`src/design/twstm_pkg.sv`:
```
package twstm_pkg;

	// Transaction stage codes.
	typedef enum logic [2:0] {
		ST_IDLE  = 3'd0,
		ST_CMD   = 3'd1,
		ST_WDATA = 3'd2,
		ST_RDATA = 3'd3,
		ST_END   = 3'd4
	} stage_t;

	// Request codes on the command field.
	localparam logic [1:0] CMD_TICK  = 2'd0;
	localparam logic [1:0] CMD_READ  = 2'd1;
	localparam logic [1:0] CMD_WRITE = 2'd2;

	// A sampled IO bit enters the shift register at its top.
	localparam logic [7:0] SAMPLE_TOP = 8'h80;

	typedef struct packed {
		logic [1:0] command;
		logic [7:0] address;
		logic [7:0] write_data;
		logic [4:0] burst_count;
		logic       io_in;
	} in_word_t;

	typedef struct packed {
		logic       chip_enable;
		logic       serial_clock;
		logic       io_out;
		logic       io_drive;
		logic [7:0] read_byte;
		logic       read_valid;
		logic       last_byte;
		logic       busy_res;
	} out_word_t;

endpackage

```
`src/design/three_wire_serial_transaction_master.sv`:
```
// Master for a three-wire serial bus (CE, SCLK, IO). Every input word is one
// tick of the bus and yields exactly one output word carrying the pin levels
// for that tick plus any read byte completed on it. A read or write request,
// taken only while idle, raises CE for one tick, then shifts the command byte
// out least significant bit first with bit 0 forced to 1 for a read and 0 for
// a write; each bit is a data tick followed by a clock-high tick. A write then
// sends one data byte the same way; a read releases IO and clocks in 1 to 31
// bytes (a burst count of zero reads one byte, and counts above MAX_BURST are
// clipped to it), each bit taking a clock-high and a clock-low tick, with IO
// sampled on the following tick. A last tick drops CE and flags the final
// read byte with last_byte. Throughput is one word per clock: the sequencer
// state and the next pin levels are computed combinationally straight into
// the result register, and input is held off only while that register holds
// a word the consumer has not taken.
module three_wire_serial_transaction_master #(
	parameter int MAX_BURST = 31
) (
	input  logic                 clk,
	input  logic                 arst_n,
	input  logic                 in_valid,
	output logic                 in_ready,
	input  twstm_pkg::in_word_t  in_data,
	output logic                 out_valid,
	input  logic                 out_ready,
	output twstm_pkg::out_word_t out_data
);

	logic                 step;
	twstm_pkg::out_word_t result;

	// The sequencer advances on every accepted word.
	assign step = in_valid && in_ready;

	twstm_core #(
		.MAX_BURST(MAX_BURST)
	) u_core (
		.clk    (clk),
		.arst_n (arst_n),
		.step   (step),
		.in_word(in_data),
		.result (result)
	);

	twstm_out_reg u_out_reg (
		.clk      (clk),
		.arst_n   (arst_n),
		.in_valid (in_valid),
		.in_ready (in_ready),
		.result   (result),
		.out_valid(out_valid),
		.out_ready(out_ready),
		.out_data (out_data)
	);

endmodule

```
`src/design/twstm_core.sv`:
```
// Bus sequencer: holds the transaction state and works out the pin levels and
// read results for one tick from that state and the incoming word.
module twstm_core #(
	parameter int MAX_BURST = 31
) (
	input  logic                 clk,
	input  logic                 arst_n,
	input  logic                 step,
	input  twstm_pkg::in_word_t  in_word,
	output twstm_pkg::out_word_t result
);

	twstm_pkg::stage_t stage_q, stage_n;
	logic       reading_q, reading_n;
	logic [2:0] bit_pos_q, bit_pos_n;
	logic       half_q, half_n;
	logic [7:0] shifter_q, shifter_n;
	logic [7:0] held_wr_q, held_wr_n;
	logic [4:0] remain_q, remain_n;
	logic       pending_q, pending_n;

	always_ff @(posedge clk or negedge arst_n) begin
		if (!arst_n) begin
			stage_q   <= twstm_pkg::ST_IDLE;
			reading_q <= 1'b0;
			bit_pos_q <= 3'd0;
			half_q    <= 1'b0;
			shifter_q <= 8'd0;
			held_wr_q <= 8'd0;
			remain_q  <= 5'd0;
			pending_q <= 1'b0;
		end else if (step) begin
			stage_q   <= stage_n;
			reading_q <= reading_n;
			bit_pos_q <= bit_pos_n;
			half_q    <= half_n;
			shifter_q <= shifter_n;
			held_wr_q <= held_wr_n;
			remain_q  <= remain_n;
			pending_q <= pending_n;
		end
	end

	always_comb begin
		logic [4:0] cnt;
		logic       sample;
		logic [7:0] sh_sampled;
		logic [2:0] bp_sampled;

		stage_n   = stage_q;
		reading_n = reading_q;
		bit_pos_n = bit_pos_q;
		half_n    = half_q;
		shifter_n = shifter_q;
		held_wr_n = held_wr_q;
		remain_n  = remain_q;
		pending_n = pending_q;

		result              = '0;
		result.io_drive     = 1'b1;

		cnt    = in_word.burst_count;
		sample = 1'b0;

		// Shared sampling step: shift the IO level in at the top.
		sh_sampled = (shifter_q >> 1) | (in_word.io_in ? twstm_pkg::SAMPLE_TOP : 8'd0);
		bp_sampled = bit_pos_q + 3'd1;

		case (stage_q)
			twstm_pkg::ST_CMD, twstm_pkg::ST_WDATA: begin
				result.chip_enable = 1'b1;
				result.busy_res    = 1'b1;
				result.io_out      = shifter_q[0];
				if (!half_q) begin
					half_n = 1'b1;
				end else begin
					result.serial_clock = 1'b1;
					half_n    = 1'b0;
					shifter_n = shifter_q >> 1;
					bit_pos_n = bp_sampled;
					if (bp_sampled == 3'd0) begin
						if (stage_q == twstm_pkg::ST_CMD) begin
							if (reading_q) begin
								stage_n   = twstm_pkg::ST_RDATA;
								shifter_n = 8'd0;
							end else begin
								stage_n   = twstm_pkg::ST_WDATA;
								shifter_n = held_wr_q;
							end
						end else begin
							stage_n = twstm_pkg::ST_END;
						end
					end
				end
			end
			twstm_pkg::ST_RDATA: begin
				result.chip_enable = 1'b1;
				result.busy_res    = 1'b1;
				result.io_drive    = 1'b0;
				if (!half_q) begin
					sample              = pending_q;
					result.serial_clock = 1'b1;
					half_n              = 1'b1;
				end else begin
					half_n    = 1'b0;
					pending_n = 1'b1;
					if (bit_pos_q == 3'd7 && remain_q <= 5'd1)
						stage_n = twstm_pkg::ST_END;
				end
			end
			twstm_pkg::ST_END: begin
				result.busy_res = 1'b1;
				sample          = pending_q;
			end
			default: begin
				stage_n = twstm_pkg::ST_IDLE;
				if (in_word.command == twstm_pkg::CMD_READ ||
				    in_word.command == twstm_pkg::CMD_WRITE) begin
					reading_n = (in_word.command == twstm_pkg::CMD_READ);
					shifter_n = reading_n ? (in_word.address | 8'h01)
					                      : (in_word.address & 8'hFE);
					held_wr_n = in_word.write_data;
					if (cnt == 5'd0)
						cnt = 5'd1;
					if ({3'd0, cnt} > 8'(MAX_BURST))
						cnt = 5'(MAX_BURST);
					remain_n  = cnt;
					bit_pos_n = 3'd0;
					half_n    = 1'b0;
					pending_n = 1'b0;
					stage_n   = twstm_pkg::ST_CMD;
					result.chip_enable = 1'b1;
					result.busy_res    = 1'b1;
				end
			end
		endcase

		if (sample) begin
			shifter_n = sh_sampled;
			bit_pos_n = bp_sampled;
			pending_n = 1'b0;
			if (bp_sampled == 3'd0) begin
				result.read_byte  = sh_sampled;
				result.read_valid = 1'b1;
				shifter_n         = 8'd0;
				if (remain_q != 5'd0)
					remain_n = remain_q - 5'd1;
			end
		end

		// The CE-low tick closes the transaction whatever was sampled.
		if (stage_q == twstm_pkg::ST_END) begin
			result.last_byte = result.read_valid;
			if (pending_q)
				remain_n = 5'd0;
			pending_n = 1'b0;
			half_n    = 1'b0;
			bit_pos_n = 3'd0;
			stage_n   = twstm_pkg::ST_IDLE;
		end
	end

endmodule

```
`src/design/twstm_out_reg.sv`:
```
// Result register. A new word is taken whenever the register is empty or its
// word leaves in the same cycle.
module twstm_out_reg (
	input  logic                 clk,
	input  logic                 arst_n,
	input  logic                 in_valid,
	output logic                 in_ready,
	input  twstm_pkg::out_word_t result,
	output logic                 out_valid,
	input  logic                 out_ready,
	output twstm_pkg::out_word_t out_data
);

	logic                 valid_q;
	twstm_pkg::out_word_t data_q;

	assign in_ready  = !valid_q || out_ready;
	assign out_valid = valid_q;
	assign out_data  = data_q;

	always_ff @(posedge clk or negedge arst_n) begin
		if (!arst_n) begin
			valid_q <= 1'b0;
		end else if (in_ready) begin
			valid_q <= in_valid;
		end
	end

	always_ff @(posedge clk) begin
		if (in_valid && in_ready) begin
			data_q <= result;
		end
	end

endmodule

```
`config.mk`:
```
export PLATFORM = sky130hd
export DESIGN_NAME = three_wire_serial_transaction_master
export DESIGN_NICKNAME = d
export VERILOG_FILES = /design/src/design/twstm_pkg.sv /design/src/design/three_wire_serial_transaction_master.sv /design/src/design/twstm_core.sv /design/src/design/twstm_out_reg.sv
export SDC_FILE = /design/constraint.sdc
export NUM_CORES = 1
export LEC_CHECK = 0
export ABC_AREA = 0
export BUFFER_PORTS_ARGS = -buffer_cell sky130_fd_sc_hd__buf_4
export CORE_AREA = 2 2 71 73
export DETAILED_ROUTE_END_ITERATION = 8
export DIE_AREA = 0 0 73 75
export GPL_ROUTABILITY_DRIVEN = 0
export MAX_ROUTING_LAYER = met4
export PLACE_DENSITY_LB_ADDON = 0.25
export SLEW_MARGIN = 20
export SYNTH_ARGS = -nofsm -noshare
export SYNTH_HDL_FRONTEND = slang
export SYNTH_SLANG_ARGS = --single-unit
```
`constraint.sdc`:
```
create_clock -name clk -period 2.3 [get_ports clk]
set_clock_uncertainty 0.05 [all_clocks]
set_input_delay 0.23 -clock clk [delete_from_list [all_inputs] [get_ports clk]]
set_output_delay 0.23 -clock clk [all_outputs]
set_load 0.03 [all_outputs]
```
==> flow_summary.toml, run 1 <==
[logic_synthesis]
synth_edf_count = 15
ys_types = 59
synth_area_um2 = 2500
yosys-top-cells-area = "dfrtp_1 31%, edfxtp_1 18%, mux2_1 4.5%"
yosysWarningCount = 0
synth_nets = 272
synth-async-reset-ratio = 0.674
syn_inst = 237
synth-seq-area-share = 0.490
netlist.area_leader.share = 0.310
syn_avg_cell_area_um2 = 10.6
yosysTopAreaCell = "dfrtp_1"
synthFlopType = "dfrtp_1"
ys_seq_elements = 46

[clock_network]
cts_tree = "built"
cts.sinks = 46
clockRootBuffer = "clkbuf_8"
h-tree-depth = 2
clockBufferDepth = 2
clkTransAtPathRegs_ns = 0.09
clk_latency_ns = 0.30
cts_made_buffers = 5

[critical_path]
cp_top_family = "simple AND/OR/NAND/NOR gates"
cp-start-kind = "flip-flop"
worstPathRequired_ns = 2.44
critPathMaxFanout = 15
crit_slowest_cell = "dfrtp_1"
r2r_slack_ns = 0.19
critPathLaunch = "u_core.stage_q[1]"
cp_num_cells = 5
critPathArrivalTime_ns = 2.25
path_buf_inv = 0
path_class = "reg -> reg"
r2r_end = "u_core.shifter_q[0]"
critPathMaxStageDelay_ns = 0.55
reg2reg_depth = 5
cp_cell_sequence = "or2_1, nor3_2, nor2_1, a222oi_1, o21ai_1"
reg2reg_from = "u_core.stage_q[1]"
cp-endpoint = "u_core.shifter_q[0]"
cp-end-kind = "flip-flop"

[detailed_routing]
drt_wl_total_um = 5280
route.detailed.drc = 0
first_iter_violations = 105
dr.pass1.iters = 6
vias = 1990
drtAntennaViolNets = 0
post_drt_wl_per_cell_um = 15.5
via_per_inst = 5.84

[pwr]
p_total_mw = 3.38
ir_drop_v = 0.000546
power_density_nw_per_um2 = 1120
cellLeakagePower_nw = 1.29

[die]
dieArea_um2 = 5480
die_w_um = 73
pin_count = 45
coreArea_um2 = 4660
die_h_um = 75
start_util = 0.537
fp-row-count = 25

[sta]
tightest_slew_ns = 0.437
maxSlewHeadroom = 0.709
finalSetupViolations = 0
tns_ns = 0
finalCriticalPeriod_ns = 2.11
fin_crit_sh = 0.918
rsz0062_at_grt = "no"
hold_viol = 0
maxSlewViolCount = 0
clock.fmax_mhz = 474

[placement]
dp_hpwl_um = 3780
port_buffers = 43

[finish]
nets = 321
drive_above_1_share = 0.254
area_growth_pct = 20.3
diodes = 0

[global_route]
grt-ovfl-total = 0
grt_pass1_wl_um = 8690
grt_pass1_vias = 1853
grt_max_degree = 32
antenna_found_initial = 0
track_usage = 0.215

[flow_run]
cap_viol_max_count = 0

[min_path]
hold_path_class = "in -> reg"

[status]
outcome = "finished clean"
## stage by stage
| stage | area, µm² | setup slack, ns | hold WS [ns] | util | std cells |
|---|---|---|---|---|---|
| 2_1_floorplan | 2500 | 0.0721 | -0.116 | - | 237 |
| 3_3_place_gp | 2910 | 0.200 | 0.142 | 0.623 | 332 |
| 3_5_place_dp | 2910 | 0.175 | 0.145 | 0.623 | 332 |
| 4_1_cts | 3010 | 0.157 | 0.0781 | 0.645 | 341 |
| 5_1_grt | 3010 | 0.0386 | 0.0756 | 0.646 | 341 |
| 6_report | 3010 | 0.189 | 0.0822 | 0.646 | 341 |
## power breakdown
group	internal (mW)	leakage (nW)	switching (mW)
registers	1.13	0.520	0.295
clock network	0.218	0.0408	0.301
logic	0.645	0.734	0.786
total	2.00	1.29	1.38
## what timing repair did
action,4_1_cts,5_1_grt
buffers inserted,0,0
endpoints found under the setup margin,0,1
gates resized for setup,0,1
hold buffers,1,0
hold endpoints to repair,31,0
## Yosys cell counts, types with 7 or more instances
cell	instances
ha_1	7
dfrtp_1	31
inv_1	14
o21ai_0	8
nand2_1	20
nand2b_1	7
and2_1	9
nor2_1	12
edfxtp_1	15
a21oi_1	10
mux2_1	10
o21ai_1	9
## logic make-up (layout without fill, tap and decap cells)
family          after synthesis  in the layout  share of synthesized area
compound gates               61             61                      0.182
xor+xnor                      2              2                    0.00700
fa+ha+maj                     7              7                     0.0350
buf+inv                      26             76                     0.0445
flops                        46             46                      0.490
mux                          14             14                     0.0610
simple gates                 81             81                      0.181
## registers in the layout, indices dropped and copies added (netlist names)
name,count
u_out_reg.out_data,15
u_core.held_wr_q,8
u_core.shifter_q,8
u_core.remain_q,5
u_core.bit_pos_q,3
u_core.stage_q,3
u_core.half_q,1
u_core.pending_q,1
u_core.reading_q,1
u_out_reg.out_valid,1
## cell usage in the layout, fill, tap and decap left out, drive strengths merged, types with 5 or more instances in the layout
cell,instances
edfxtp,15
a21oi,11
inv,16
dfrtp,31
clkbuf,5
and2,10
mux2,10
nand2b,7
ha,7
buf,52
o21ai,17
nor3,6
a221oi,5
nor2b,5
nand2,20
nor2,13
## how the worst min path moves through the flow
stage	from	end	slack, ns	cells past startpoint
finish	in_data[6]	u_core.held_wr_q[0]	0.08	2
global route	in_data[6]	u_core.held_wr_q[0]	0.08	2
CTS	in_data[6]	u_core.held_wr_q[0]	0.08	2
detailed placement	arst_n	u_core.remain_q[0]	0.14	1
global placement	arst_n	u_core.remain_q[0]	0.14	1
floorplan	arst_n	u_core.bit_pos_q[0]	-0.12	0
## worst reg2reg max path, cell delays in order (launching register included)
cell and delay, ns:
dfrtp_1 0.55, or2_1 0.41, nor3_2 0.30, nor2_1 0.20, a222oi_1 0.40, o21ai_1 0.10
## layout make-up
| type | count | area (µm²) |
|---|---|---|
| Fill cell | 378 | 1650 |
| Clock inverter | 3 | 23.8 |
| Tap cell | 54 | 67.6 |
| Multi-Input combinational cell | 165 | 1160 |
| Clock buffer | 5 | 68.8 |
| Sequential cell | 46 | 1230 |
| Inverter | 15 | 56.3 |
| Timing Repair Buffer | 53 | 400 |
## routing by layer
metal / vias to the layer above / global-route usage / wire [µm]
met1: 949 / 0.294 / 2570
met4: 0 / 0.0823 / 85
li1: 973 / - / -
met5: - / - / 0
met2: 59 / 0.321 / 2380
met3: 9 / 0.0361 / 241
No activity file was read; power rests on OpenSTA's default activity.
==> run 2, diff against run 1 <==
--- a/config.mk
+++ b/config.mk
@@ -5,11 +5,11 @@
 export SDC_FILE = /design/constraint.sdc
 export NUM_CORES = 1
 export LEC_CHECK = 0
-export ABC_AREA = 0
-export BUFFER_PORTS_ARGS = -buffer_cell sky130_fd_sc_hd__buf_4
-export CORE_AREA = 2 2 71 73
+export ABC_AREA = 1
+export CORE_AREA = 2 2 72 74
 export DETAILED_ROUTE_END_ITERATION = 8
-export DIE_AREA = 0 0 73 75
+export DIE_AREA = 0 0 74 76
+export DONT_BUFFER_PORTS = 1
 export GPL_ROUTABILITY_DRIVEN = 0
 export MAX_ROUTING_LAYER = met4
 export PLACE_DENSITY_LB_ADDON = 0.25
==> flow_summary.toml, run 2 <==
[status]
outcome = "finished clean"

[critical_path]
r2r_slack_ns = 0.39
cp_cell_sequence = "nor2_1, nor2_1, nand2_1, nand4_2, nand2_1, nor2_4, nand2_1, nand2_1"
crit_slowest_cell = "dfrtp_1"
critPathMaxFanout = 13
critPathArrivalTime_ns = 2.10
reg2reg_from = "u_core.stage_q[1]"
r2r_end = "u_core.shifter_q[0]"
path_common_cell = "nand2_1"
worstPathRequired_ns = 2.50
critPathMaxStageDelay_ns = 0.47
cp-start-kind = "flip-flop"
cp-end-kind = "flip-flop"
path_buf_inv = 0
reg2reg_depth = 8
path_class = "reg -> reg"
cp_top_family = "simple AND/OR/NAND/NOR gates"

[logic_synthesis]
yosys-top-cells-area = "dfrtp_1 30%, nand2_1 18%, edfxtp_1 17%"
synth_area_um2 = 2590
synth_nets = 373
syn_avg_cell_area_um2 = 7.65
ys_types = 23
yosysTopAreaCell = "dfrtp_1"
synth-seq-area-share = 0.474
yosysMostFrequentCell = "nand2_1"
synth_edf_count = 15
yosysWarningCount = 0
synth-async-reset-ratio = 0.674
ys_seq_elements = 46
synth_common_cells = "123 x nand2_1, 53 x nand3_1, 31 x dfrtp_1"
netlist.area_leader.share = 0.300
syn_inst = 338
synthFlopType = "dfrtp_1"

[die]
fp-row-count = 26
start_util = 0.526
pin_count = 45
die_h_um = 76
die_w_um = 74
dieArea_um2 = 5620
coreArea_um2 = 4910

[clock_network]
cts_tree = "built"
clk_latency_ns = 0.30
clockBufferDepth = 2
clkTransAtPathRegs_ns = 0.09
cts.sinks = 46
postCtsHoldBufs = 4
cts_resized = 0
cts_made_buffers = 5
postCtsSetupBuffers = 0
h-tree-depth = 2
clockRootBuffer = "clkbuf_8"

[sta]
clock.fmax_mhz = 525
tightest_slew_ns = 0.458
maxSlewViolCount = 0
finalSetupViolations = 0
finalCriticalPeriod_ns = 1.91
maxSlewHeadroom = 0.694
rsz0062_at_grt = "no"
fin_crit_sh = 0.829
hold_viol = 0
tns_ns = 0

[global_route]
grt-ovfl-total = 0
grt_pass1_wl_um = 9650
track_usage = 0.224
antenna_found_initial = 0
grt_max_degree = 32
grt_pass1_vias = 2046

[finish]
final_common_cell = "nand2_1"
instances_no_fill = 419
area_growth_pct = 10.1
diodes = 0
fillCellCount = 452
nets = 383
largest_register_ffs = 15
drive_above_1_share = 0.0802
layout_common_cells = "123 x nand2_1, 53 x nand3_1, 31 x dfrtp_1, 30 x inv_1, 26 x nor2_1"
finalCoreUtilization = 0.579

[detailed_routing]
post_drt_wl_per_cell_um = 13.0
dr.pass1.iters = 5
drtAntennaViolNets = 0
first_iter_violations = 188
route.detailed.drc = 0
drt_wl_total_um = 5440
via_per_inst = 5.26
vias = 2202

[pwr]
ir_drop_v = 0.000507
cellLeakagePower_nw = 1.39
power_density_nw_per_um2 = 1190

[placement]
place_inst = 407
dp_hpwl_um = 3940
port_buffers = 0

[min_path]
hold_depth = 2
hold_path_class = "in -> reg"
min_to = "u_out_reg.out_valid"
min_from = "in_valid"

[flow_run]
cap_viol_max_count = 0
==> run 2: cell count changes in the layout (fill, tap and decap cells not counted), moves of 5 or more <==
| cell | before | now |
|---|---|---|
| nand2_1 | 20 | 123 |
| nand3_1 | 4 | 53 |
| buf_4 | 52 | 7 |
| inv_1 | 14 | 30 |
| nor2_1 | 12 | 26 |
| mux2_1 | 10 | 0 |
| and2_1 | 9 | 0 |
| nand4_1 | 2 | 10 |
| o21ai_1 | 9 | 1 |
| nand2b_1 | 7 | 0 |
| nor2b_1 | 5 | 0 |
| nor3_1 | 5 | 0 |
==> run 2: per-stage QoR <==
stage / cell area (µm²) / hold slack, ns / setup slack [ns] / total power, mW
4_1_cts: 2850 / 0.000787 / 0.439 / 3.41
2_1_floorplan: 2590 / -0.116 / 0.205 / 2.49
6_report: 2850 / 0.00962 / 0.394 / 3.40
5_1_grt: 2850 / 0.00529 / 0.151 / 3.73
3_5_place_dp: 2690 / -0.115 / 0.444 / 2.79
3_3_place_gp: 2690 / -0.115 / 0.462 / 2.75
==> run 2: per-layer routing <==
| layer | GRT usage | vias up | part of all wire |
|---|---|---|---|
| li1 | - | 1113 | - |
| met1 | 0.330 | 986 | 0.47 |
| met4 | 0.0745 | 0 | 0.017 |
| met3 | 0.0423 | 11 | 0.068 |
| met2 | 0.313 | 92 | 0.44 |
| met5 | - | - | 0 |
==> run 2: layout make-up <==
| type | count | area (µm²) | share of cell area |
|---|---|---|---|
| multi-input cells | 250 | 1190 | 0.419 |
| well taps | 70 | 87.6 | 0.0308 |
| clock buffers | 6 | 72.6 | 0.0255 |
| flip-flops and latches | 46 | 1230 | 0.431 |
| inverters | 34 | 128 | 0.0448 |
| clock inverters | 2 | 37.5 | 0.0132 |
| repair buffers | 11 | 103 | 0.0360 |
==> run 2: logic make-up (layout without fill, tap and decap cells) <==
logic type	Yosys count	in the layout	share of synthesized area
AOI/OAI and AO/OA	20	20	0.0402
xor gates and xnor gates	3	3	0.0102
adders and majority gates	7	7	0.0339
buffers and inverters	42	53	0.0663
DFF	46	46	0.474
and+or+nand+nor	220	220	0.375
==> run 2: report_power, final <==
part / internal, mW / leakage [nW] / switching [mW] / total (mW)
Sequential: 1.13 / 0.538 / 0.270 / 1.40
Clock: 0.324 / 0.0514 / 0.273 / 0.598
Combinational: 0.477 / 0.803 / 0.928 / 1.41
Total: 1.93 / 1.39 / 1.47 / 3.40
==> run 2: how the worst max path moves through the flow <==
| stage | from | depth (start not counted) | to |
|---|---|---|---|
| final | u_core.stage_q[1] | 8 | u_core.shifter_q[0] |
| after global routing | u_core.bit_pos_q[0] | 9 | u_core.shifter_q[4] |
| after CTS | u_core.bit_pos_q[0] | 9 | u_core.shifter_q[3] |
| after detailed placement | u_core.bit_pos_q[0] | 9 | u_core.shifter_q[6] |
| after global placement | u_core.bit_pos_q[0] | 9 | u_core.shifter_q[3] |
| after floorplan | u_out_reg.out_valid | 5 | u_core.remain_q[1] |
